==> src/rtl/core/uprt_pkg.sv <==
// Shared types and constants for the uid/pid register table.
// No dependencies; imported by the sequencer, the core and the testbench.
`default_nettype none

package uprt_pkg;

   localparam int USER_W      = 32;
   localparam int PID_W       = 31;
   localparam int DEF_ENTRIES = 16;

   // Stream beat widths; the tdata widths are padded to whole bytes.
   localparam int REQ_DATA_W = ((USER_W + PID_W + 7) / 8) * 8;
   localparam int RSP_DATA_W = ((PID_W + 7) / 8) * 8;
   localparam int RSP_USER_W = 2;

   // One result beat.
   typedef struct packed {
      logic             ok;
      logic             reused;
      logic [PID_W-1:0] pid_value;
   } uprt_res_type;

   // Write enables for the two table memories.
   typedef struct packed {
      logic user_we;
      logic proc_we;
   } uprt_wr_type;

endpackage : uprt_pkg

`default_nettype wire

==> src/rtl/core/uprt_ram.sv <==
// Simple dual-port synchronous RAM, one write and one registered read port.
// Generic; no package dependency.
`default_nettype none

module uprt_ram #(
   parameter int DEPTH = 16,
   parameter int WIDTH = 32,
   parameter int AW    = 4
) (
   input  wire logic             clock,
   input  wire logic             wr_en,
   input  wire logic [AW-1:0]    wr_addr,
   input  wire logic [WIDTH-1:0] wr_data,
   input  wire logic             rd_en,
   input  wire logic [AW-1:0]    rd_addr,
   output logic      [WIDTH-1:0] rd_data
);

   logic [WIDTH-1:0] mem [DEPTH];

   always_ff @(posedge clock) begin
      if (wr_en) begin
         mem[wr_addr] <= wr_data;
      end
   end

   always_ff @(posedge clock) begin
      if (rd_en) begin
         rd_data <= mem[rd_addr];
      end
   end

endmodule : uprt_ram

`default_nettype wire

==> src/rtl/core/uprt_ctrl.sv <==
// Scan sequencer: walks the used part of the table, matches the uid,
// and updates or claims an entry. Depends on uprt_pkg.
`default_nettype none

module uprt_ctrl #(
   parameter int ENTRIES = 16,
   parameter int IDXW    = 4,
   parameter int CNTW    = 5
) (
   input  wire logic                         clock,
   input  wire logic                         reset,
   // item in
   input  wire logic                         in_valid,
   output logic                              in_ready,
   input  wire logic [uprt_pkg::USER_W-1:0]  in_user,
   input  wire logic [uprt_pkg::PID_W-1:0]   in_pid,
   // result out
   output logic                              res_valid,
   output uprt_pkg::uprt_res_type            res,
   input  wire logic                         res_ready,
   // table memories
   output uprt_pkg::uprt_wr_type             wr_ctl,
   output logic      [IDXW-1:0]              wr_addr,
   output logic      [uprt_pkg::USER_W-1:0]  wr_user,
   output logic      [uprt_pkg::PID_W-1:0]   wr_pid,
   output logic                              rd_en,
   output logic      [IDXW-1:0]              rd_addr,
   input  wire logic [uprt_pkg::USER_W-1:0]  rd_user,
   input  wire logic [uprt_pkg::PID_W-1:0]   rd_pid
);

   import uprt_pkg::*;

   localparam logic [1:0] ST_IDLE = 2'd0;
   localparam logic [1:0] ST_SCAN = 2'd1;
   localparam logic [1:0] ST_DONE = 2'd2;

   localparam logic [CNTW-1:0] FULL_CNT = CNTW'(ENTRIES);

   logic [1:0]        state_ff, state_in;
   // Entries are only ever claimed lowest-first and never freed, so the
   // used entries are exactly [0, count).
   logic [CNTW-1:0]   count_ff, count_in;
   logic [CNTW-1:0]   issue_ff, issue_in;
   logic              chk_vld_ff, chk_vld_in;
   logic [IDXW-1:0]   chk_idx_ff, chk_idx_in;
   logic [USER_W-1:0] user_ff, user_in;
   logic [PID_W-1:0]  pid_ff, pid_in;
   uprt_res_type      res_ff, res_in;

   logic hit;
   logic scan_end;

   assign in_ready  = (state_ff == ST_IDLE);
   assign res_valid = (state_ff == ST_DONE);
   assign res       = res_ff;

   assign hit      = chk_vld_ff && (rd_user == user_ff);
   assign scan_end = !chk_vld_ff && (issue_ff == count_ff);

   always_comb begin
      state_in   = state_ff;
      count_in   = count_ff;
      issue_in   = issue_ff;
      chk_vld_in = 1'b0;
      chk_idx_in = chk_idx_ff;
      user_in    = user_ff;
      pid_in     = pid_ff;
      res_in     = res_ff;
      wr_ctl     = '0;
      wr_addr    = chk_idx_ff;
      wr_user    = user_ff;
      wr_pid     = pid_ff;
      rd_en      = 1'b0;
      rd_addr    = issue_ff[IDXW-1:0];

      case (state_ff)
         ST_IDLE: begin
            if (in_valid) begin
               user_in  = in_user;
               pid_in   = in_pid;
               issue_in = '0;
               state_in = ST_SCAN;
            end
         end
         ST_SCAN: begin
            if (hit) begin
               // update in place, answer with the old pid
               wr_ctl.proc_we   = 1'b1;
               wr_addr          = chk_idx_ff;
               res_in.ok        = 1'b1;
               res_in.reused    = 1'b1;
               res_in.pid_value = rd_pid;
               state_in         = ST_DONE;
            end else if (scan_end) begin
               if (count_ff != FULL_CNT) begin
                  // claim the first unused entry
                  wr_ctl.user_we   = 1'b1;
                  wr_ctl.proc_we   = 1'b1;
                  wr_addr          = count_ff[IDXW-1:0];
                  count_in         = count_ff + CNTW'(1);
                  res_in.ok        = 1'b1;
                  res_in.reused    = 1'b0;
                  res_in.pid_value = pid_ff;
               end else begin
                  res_in = '0;
               end
               state_in = ST_DONE;
            end else if (issue_ff != count_ff) begin
               rd_en      = 1'b1;
               chk_vld_in = 1'b1;
               chk_idx_in = issue_ff[IDXW-1:0];
               issue_in   = issue_ff + CNTW'(1);
            end
         end
         ST_DONE: begin
            if (res_ready) begin
               state_in = ST_IDLE;
            end
         end
         default: begin
            state_in = ST_IDLE;
         end
      endcase
   end

   always_ff @(posedge clock) begin
      if (reset) begin
         state_ff   <= ST_IDLE;
         count_ff   <= '0;
         chk_vld_ff <= 1'b0;
      end else begin
         state_ff   <= state_in;
         count_ff   <= count_in;
         chk_vld_ff <= chk_vld_in;
      end
   end

   always_ff @(posedge clock) begin
      issue_ff   <= issue_in;
      chk_idx_ff <= chk_idx_in;
      user_ff    <= user_in;
      pid_ff     <= pid_in;
      res_ff     <= res_in;
   end

   a_count_range: assert property (@(posedge clock) disable iff (reset)
      count_ff <= FULL_CNT)
      else $error("fill count beyond table size");

   a_count_step: assert property (@(posedge clock) disable iff (reset)
      (!$past(reset) && count_ff != $past(count_ff)) |->
         (count_ff == $past(count_ff) + CNTW'(1) && $past(state_ff) == ST_SCAN))
      else $error("fill count moved by other than one claim");

   a_read_in_use: assert property (@(posedge clock) disable iff (reset)
      rd_en |-> (issue_ff < count_ff))
      else $error("read issued past the used entries");

   a_write_once: assert property (@(posedge clock) disable iff (reset)
      (wr_ctl.proc_we || wr_ctl.user_we) |=> (state_ff == ST_DONE))
      else $error("table write outside the end of a scan");

endmodule : uprt_ctrl

`default_nettype wire

==> src/rtl/core/uid_pid_register_table_core.sv <==
// One request at a time: a new beat is accepted only after the previous result
// has moved to the output register. A miss scans every entry in use; a hit on
// entry k stops the scan there. The scan reads one entry per cycle through the
// single read port of each table memory, so the fill level sets the rate.
// Reset: synchronous, active high; marks every entry unused (fill count to 0),
// no clearing pass. Memory contents are left as they are.
`default_nettype none

module uid_pid_register_table_core #(
   parameter int ENTRIES = uprt_pkg::DEF_ENTRIES
) (
   input  wire logic                            clock,
   input  wire logic                            reset,
   // request stream
   input  wire logic                            req_tvalid,
   output logic                                 req_tready,
   // [31:0] user_id, [62:32] process_id, [63] zero
   input  wire logic [uprt_pkg::REQ_DATA_W-1:0] req_tdata,
   // response stream
   output logic                                 rsp_tvalid,
   input  wire logic                            rsp_tready,
   // [30:0] pid_value, [31] zero
   output logic      [uprt_pkg::RSP_DATA_W-1:0] rsp_tdata,
   // [0] ok, [1] reused
   output logic      [uprt_pkg::RSP_USER_W-1:0] rsp_tuser
);

   import uprt_pkg::*;

   localparam int IDXW = (ENTRIES > 1) ? $clog2(ENTRIES) : 1;
   localparam int CNTW = $clog2(ENTRIES + 1);

   uprt_res_type      res;
   logic              res_valid;
   logic              res_ready;
   uprt_wr_type       wr_ctl;
   logic [IDXW-1:0]   wr_addr;
   logic [USER_W-1:0] wr_user;
   logic [PID_W-1:0]  wr_pid;
   logic              rd_en;
   logic [IDXW-1:0]   rd_addr;
   logic [USER_W-1:0] rd_user;
   logic [PID_W-1:0]  rd_pid;

   // Output register: a finished result parks here so the sequencer can
   // take the next beat while the consumer stalls.
   logic              rsp_valid_ff, rsp_valid_in;
   uprt_res_type      rsp_res_ff, rsp_res_in;

   uprt_ctrl #(
      .ENTRIES (ENTRIES),
      .IDXW    (IDXW),
      .CNTW    (CNTW)
   ) u_ctrl (
      .clock     (clock),
      .reset     (reset),
      .in_valid  (req_tvalid),
      .in_ready  (req_tready),
      .in_user   (req_tdata[USER_W-1:0]),
      .in_pid    (req_tdata[USER_W+PID_W-1:USER_W]),
      .res_valid (res_valid),
      .res       (res),
      .res_ready (res_ready),
      .wr_ctl    (wr_ctl),
      .wr_addr   (wr_addr),
      .wr_user   (wr_user),
      .wr_pid    (wr_pid),
      .rd_en     (rd_en),
      .rd_addr   (rd_addr),
      .rd_user   (rd_user),
      .rd_pid    (rd_pid)
   );

   // uid and pid sit in separate memories so an update rewrites the pid only
   uprt_ram #(
      .DEPTH (ENTRIES),
      .WIDTH (USER_W),
      .AW    (IDXW)
   ) u_user_mem (
      .clock   (clock),
      .wr_en   (wr_ctl.user_we),
      .wr_addr (wr_addr),
      .wr_data (wr_user),
      .rd_en   (rd_en),
      .rd_addr (rd_addr),
      .rd_data (rd_user)
   );

   uprt_ram #(
      .DEPTH (ENTRIES),
      .WIDTH (PID_W),
      .AW    (IDXW)
   ) u_proc_mem (
      .clock   (clock),
      .wr_en   (wr_ctl.proc_we),
      .wr_addr (wr_addr),
      .wr_data (wr_pid),
      .rd_en   (rd_en),
      .rd_addr (rd_addr),
      .rd_data (rd_pid)
   );

   assign res_ready = !rsp_valid_ff || rsp_tready;

   always_comb begin
      rsp_valid_in = rsp_valid_ff;
      rsp_res_in   = rsp_res_ff;
      if (res_valid && res_ready) begin
         rsp_valid_in = 1'b1;
         rsp_res_in   = res;
      end else if (rsp_tready) begin
         rsp_valid_in = 1'b0;
      end
   end

   always_ff @(posedge clock) begin
      if (reset) begin
         rsp_valid_ff <= 1'b0;
      end else begin
         rsp_valid_ff <= rsp_valid_in;
      end
   end

   always_ff @(posedge clock) begin
      rsp_res_ff <= rsp_res_in;
   end

   assign rsp_tvalid = rsp_valid_ff;
   assign rsp_tdata  = {{(RSP_DATA_W - PID_W){1'b0}}, rsp_res_ff.pid_value};
   assign rsp_tuser  = {rsp_res_ff.reused, rsp_res_ff.ok};

   a_reused_is_ok: assert property (@(posedge clock) disable iff (reset)
      rsp_valid_ff |-> (!rsp_res_ff.reused || rsp_res_ff.ok))
      else $error("reused result without ok");

   a_fail_zero: assert property (@(posedge clock) disable iff (reset)
      (rsp_valid_ff && !rsp_res_ff.ok) |-> (rsp_res_ff.pid_value == '0))
      else $error("failed result carries a pid");

   a_no_overwrite: assert property (@(posedge clock) disable iff (reset)
      (rsp_valid_ff && !rsp_tready) |=> (rsp_valid_ff && $stable(rsp_res_ff)))
      else $error("pending result lost");

endmodule : uid_pid_register_table_core

`default_nettype wire

==> config.mk <==
export PLATFORM = sky130hd
export DESIGN_NAME = uid_pid_register_table_core
export DESIGN_NICKNAME = d
export VERILOG_FILES = /design/src/rtl/core/uprt_pkg.sv /design/src/rtl/core/uprt_ram.sv /design/src/rtl/core/uprt_ctrl.sv /design/src/rtl/core/uid_pid_register_table_core.sv
export SDC_FILE = /design/constraint.sdc
export NUM_CORES = 1
export LEC_CHECK = 0
export BUFFER_PORTS_ARGS = -buffer_cell sky130_fd_sc_hd__buf_2
export CAP_MARGIN = 20
export CORE_AREA = 2 2 394 396
export CTS_CLUSTER_DIAMETER = 150
export DETAILED_ROUTE_END_ITERATION = 6
export DIE_AREA = 0 0 396 398
export HOLD_SLACK_MARGIN = 0.05
export SETUP_SLACK_MARGIN = 0.2
export SYNTH_ARGS = -nofsm -noshare
export SYNTH_HDL_FRONTEND = slang
export SYNTH_SLANG_ARGS = --single-unit
==> constraint.sdc <==
create_clock -name clock -period 12.15 [get_ports clock]
set_input_delay 0 -clock clock [delete_from_list [all_inputs] [get_ports clock]]
set_output_delay 0 -clock clock [all_outputs]
set_load 0.005 [all_outputs]
==> results.sh <==
export IMPL_async_reset_ff_share_pct=0
export IMPL_reg2reg_to="u_proc_mem.mem[14][13]"
export IMPL_synth_seq_cells=1218
export IMPL_rows=144
export IMPL_antenna_found_initial=2
export IMPL_die_y_um=398
export IMPL_viasPerCell=4.84
export IMPL_cts_max_path_buffers=3
export IMPL_hp_start="req_tdata[31]"
export IMPL_path_max_fanout=35
export IMPL_worstHoldEndpoint="u_ctrl.wr_user[31]"
export IMPL_max_vdd_ir_drop_uv=132
export IMPL_antennaDiodeCount=0
export IMPL_p_sw_share_pct=23.3
export IMPL_cts_resized=0
export IMPL_cts_buffers=112
export IMPL_skew_ps=40.4
export IMPL_grt_max_degree=141
export IMPL_fillers=13900
export IMPL_cts_root_buf="clkbuf_16"
export IMPL_powerDensity_mw_per_mm2=180
export IMPL_required_ps=12510
export IMPL_clkPwrFrac_pct=36.3
export IMPL_antenna_left=0
export IMPL_initial_utilization_pct=29.9
export IMPL_layout_common_cells="edfxtp_1, mux4_2, dlygate4sd3_1"
export IMPL_gp_congestion=0.766
export IMPL_end_kind="register"
export IMPL_yosys_warnings=0
export IMPL_p_total_mw=9.73
export IMPL_cp_arrival_ps=5060
export IMPL_fin_crit_sh_pct=38.7
export IMPL_core_area_sq_mm=0.153
export IMPL_overflow=0
export IMPL_synth_distinct_cells=50
export IMPL_fmax_ghz=0.213
export IMPL_hpwl_mm=51.9
export IMPL_cp_start_kind="register"
export IMPL_syn_nets=1993
export IMPL_wire_per_inst_um=24.2
export IMPL_r2r_slack_ps=7450
export IMPL_top_layer="met4"
export IMPL_p_leak_nw=16.5
export IMPL_avgSynthCellArea_sq_um=23.9
export IMPL_hold_depth=2
export IMPL_rsz0062_at_grt="false"
export IMPL_num_io_pins=104
export IMPL_met2WireLength_mm=51.8
export IMPL_drtPass1Iterations=5
export IMPL_final_setup_tns_ps=0
export IMPL_crit_type="reg2reg"
export IMPL_p_comb_share_pct=12.9
export IMPL_vias=21100
export IMPL_min_path_type="in2reg"
export IMPL_slew_viol_final=0
export IMPL_wl_met3_mm=6.44
export IMPL_power_frac_seq_pct=50.8
export IMPL_ctsHoldBuffers=121
export IMPL_drv_cap=0
export IMPL_grt_pass1_vias=22100
export IMPL_setup_violations=0
export IMPL_synth_edf_count=1209
export IMPL_switchingPower_mw=2.27
export IMPL_hold_violations=0
export IMPL_tightest_slew_ps=1010
export IMPL_cts_setup_buffers=0
export IMPL_syn_inst=1922
export IMPL_drcViolationCount=0
export IMPL_grt_pass1_wl_mm=152
export IMPL_reg2reg_from="u_ctrl.count_ff[0]"
export IMPL_ys_flop_type="edfxtp_1"
export IMPL_p_int_mw=7.47
export IMPL_grtUsageTotal_pct=13.2
export IMPL_cts_sinks=1218
export IMPL_finalNetCount=2287
export IMPL_syn_to_final_growth_pct=18.1
export IMPL_clkTransAtPathRegs_ps=70
export IMPL_die_x_um=396
export IMPL_m1WireLength_mm=44.6
export IMPL_drt_wl_total_mm=105
export IMPL_ys_seq_area_share_pct=79.6
export IMPL_slew_headroom_pct=32.7
export IMPL_r2r_cells=9
export IMPL_crit_start="u_ctrl.count_ff[0]"
export IMPL_layout_min_cycle_time_ps=4700
export IMPL_outcome="completed"
export IMPL_portBuffers=101
export IMPL_cts_tree="yes"
export IMPL_layout_commonest_cell="edfxtp_1"
export IMPL_dieArea_sq_mm=0.158
export IMPL_worstSkewPairLatency_ps=730
export IMPL_drive_above_1_share_pct=29.7
export IMPL_netlist_area_sq_mm=0.0458
export IMPL_initialDrtViolationCount=2085
export IMPL_cts_max_level=3
==> synth_stat cells, types with 5 or more instances <==
library cell,count,area [sq um]
inv_1,8,30.0
xnor2_1,30,263
dfxtp_1,9,180
nand3_1,11,55.1
nand4_1,45,282
nand2b_1,6,37.5
a2111oi_0,5,43.8
buf_1,8,30.0
nor2_1,36,135
o21ai_2,6,52.6
clkbuf_1,43,161
clkbuf_4,6,45.0
a21oi_1,21,105
edfxtp_1,1209,36300
nand2_1,41,154
buf_2,30,150
xor2_1,15,131
o21ai_0,28,140
mux4_2,315,7090
==> critical path, cell delays in order (launching register included) <==
cell,delay (ps)
dfxtp_1,480
inv_1,130
ha_1,220
nand4bb_2,80
buf_4,500
and4_1,490
and2_1,330
nand3_1,690
a21oi_4,930
buf_4,480
==> cells by family after synthesis <==
kind of cell / count (synthesis) / synth area share (%)
DFF: 1218 / 79.6
buffers and inverters: 107 / 1.19
and+or+nand+nor: 165 / 1.92
muxes: 316 / 15.5
other: 1 / 0.00818
adders and majority gates: 3 / 0.0819
AOI/OAI and AO/OA: 67 / 0.862
xor gates and xnor gates: 45 / 0.860
==> power groups by stage <==
stage	clock network [mW]	logic [mW]	registers [mW]
after floorplan	0	0.930	4.98
after detailed placement	0	1.24	5.03
final	3.54	1.25	4.94
after global routing	3.77	1.35	4.96
after CTS	3.62	1.28	4.94
after global placement	0	1.22	5.01
==> per-layer routing <==
metal	up-vias	track usage [%]
met5	-	0
met4	0	3.39
met3	162	2.05
met2	744	21.9
met1	11400	18.2
li1	8784	-
==> worst max path at each step <==
stage / to / slack, ps / depth (start not counted)
after floorplan: u_proc_mem.rd_data[0] / 7500 / 8
after global placement: u_proc_mem.mem[11][25] / 7530 / 7
after detailed placement: u_proc_mem.mem[11][25] / 7400 / 7
after CTS: u_proc_mem.mem[11][18] / 7380 / 7
after global routing: u_user_mem.rd_data[28] / 7250 / 5
final: u_proc_mem.mem[14][13] / 7450 / 9
==> area by class of cell <==
type | count | area (sq um) | area share [%]
clock inverter | 73 | 807 | 1.49
multi-input combinational | 597 | 9160 | 16.9
timing repair buffer | 278 | 2190 | 4.05
clock buffer | 134 | 2890 | 5.33
inverter | 9 | 37.5 | 0.0694
tap | 2044 | 2560 | 4.73
sequential | 1218 | 36500 | 67.4
==> through the flow <==
stage	util, %	setup WS, ps	cell area [sq um]	hold WS, ps	std cells
after global placement	32.1	7530	49200	178	4024
after global routing	35.3	7250	54100	67.1	4353
after detailed placement	32.1	7400	49200	178	4024
after floorplan	-	7500	45800	98.9	1922
final	35.3	7450	54100	65.1	4353
after CTS	35.3	7380	54100	57.3	4352
==> state kept, by name (all words and copies together), names as in the netlist <==
signal	count
u_user_mem.mem	512
u_proc_mem.mem	496
u_ctrl.res	33
u_ctrl.wr_user	32
u_user_mem.rd_data	32
rsp_tdata	31
u_ctrl.wr_pid	31
u_proc_mem.rd_data	31
u_ctrl.count_ff	5
u_ctrl.issue_ff	5
u_ctrl.chk_idx_ff	4
rsp_tuser	2
u_ctrl.state_ff	2
rsp_tvalid	1
u_ctrl.chk_vld_ff	1
Note: power is estimated with default switching activity, not from simulation.
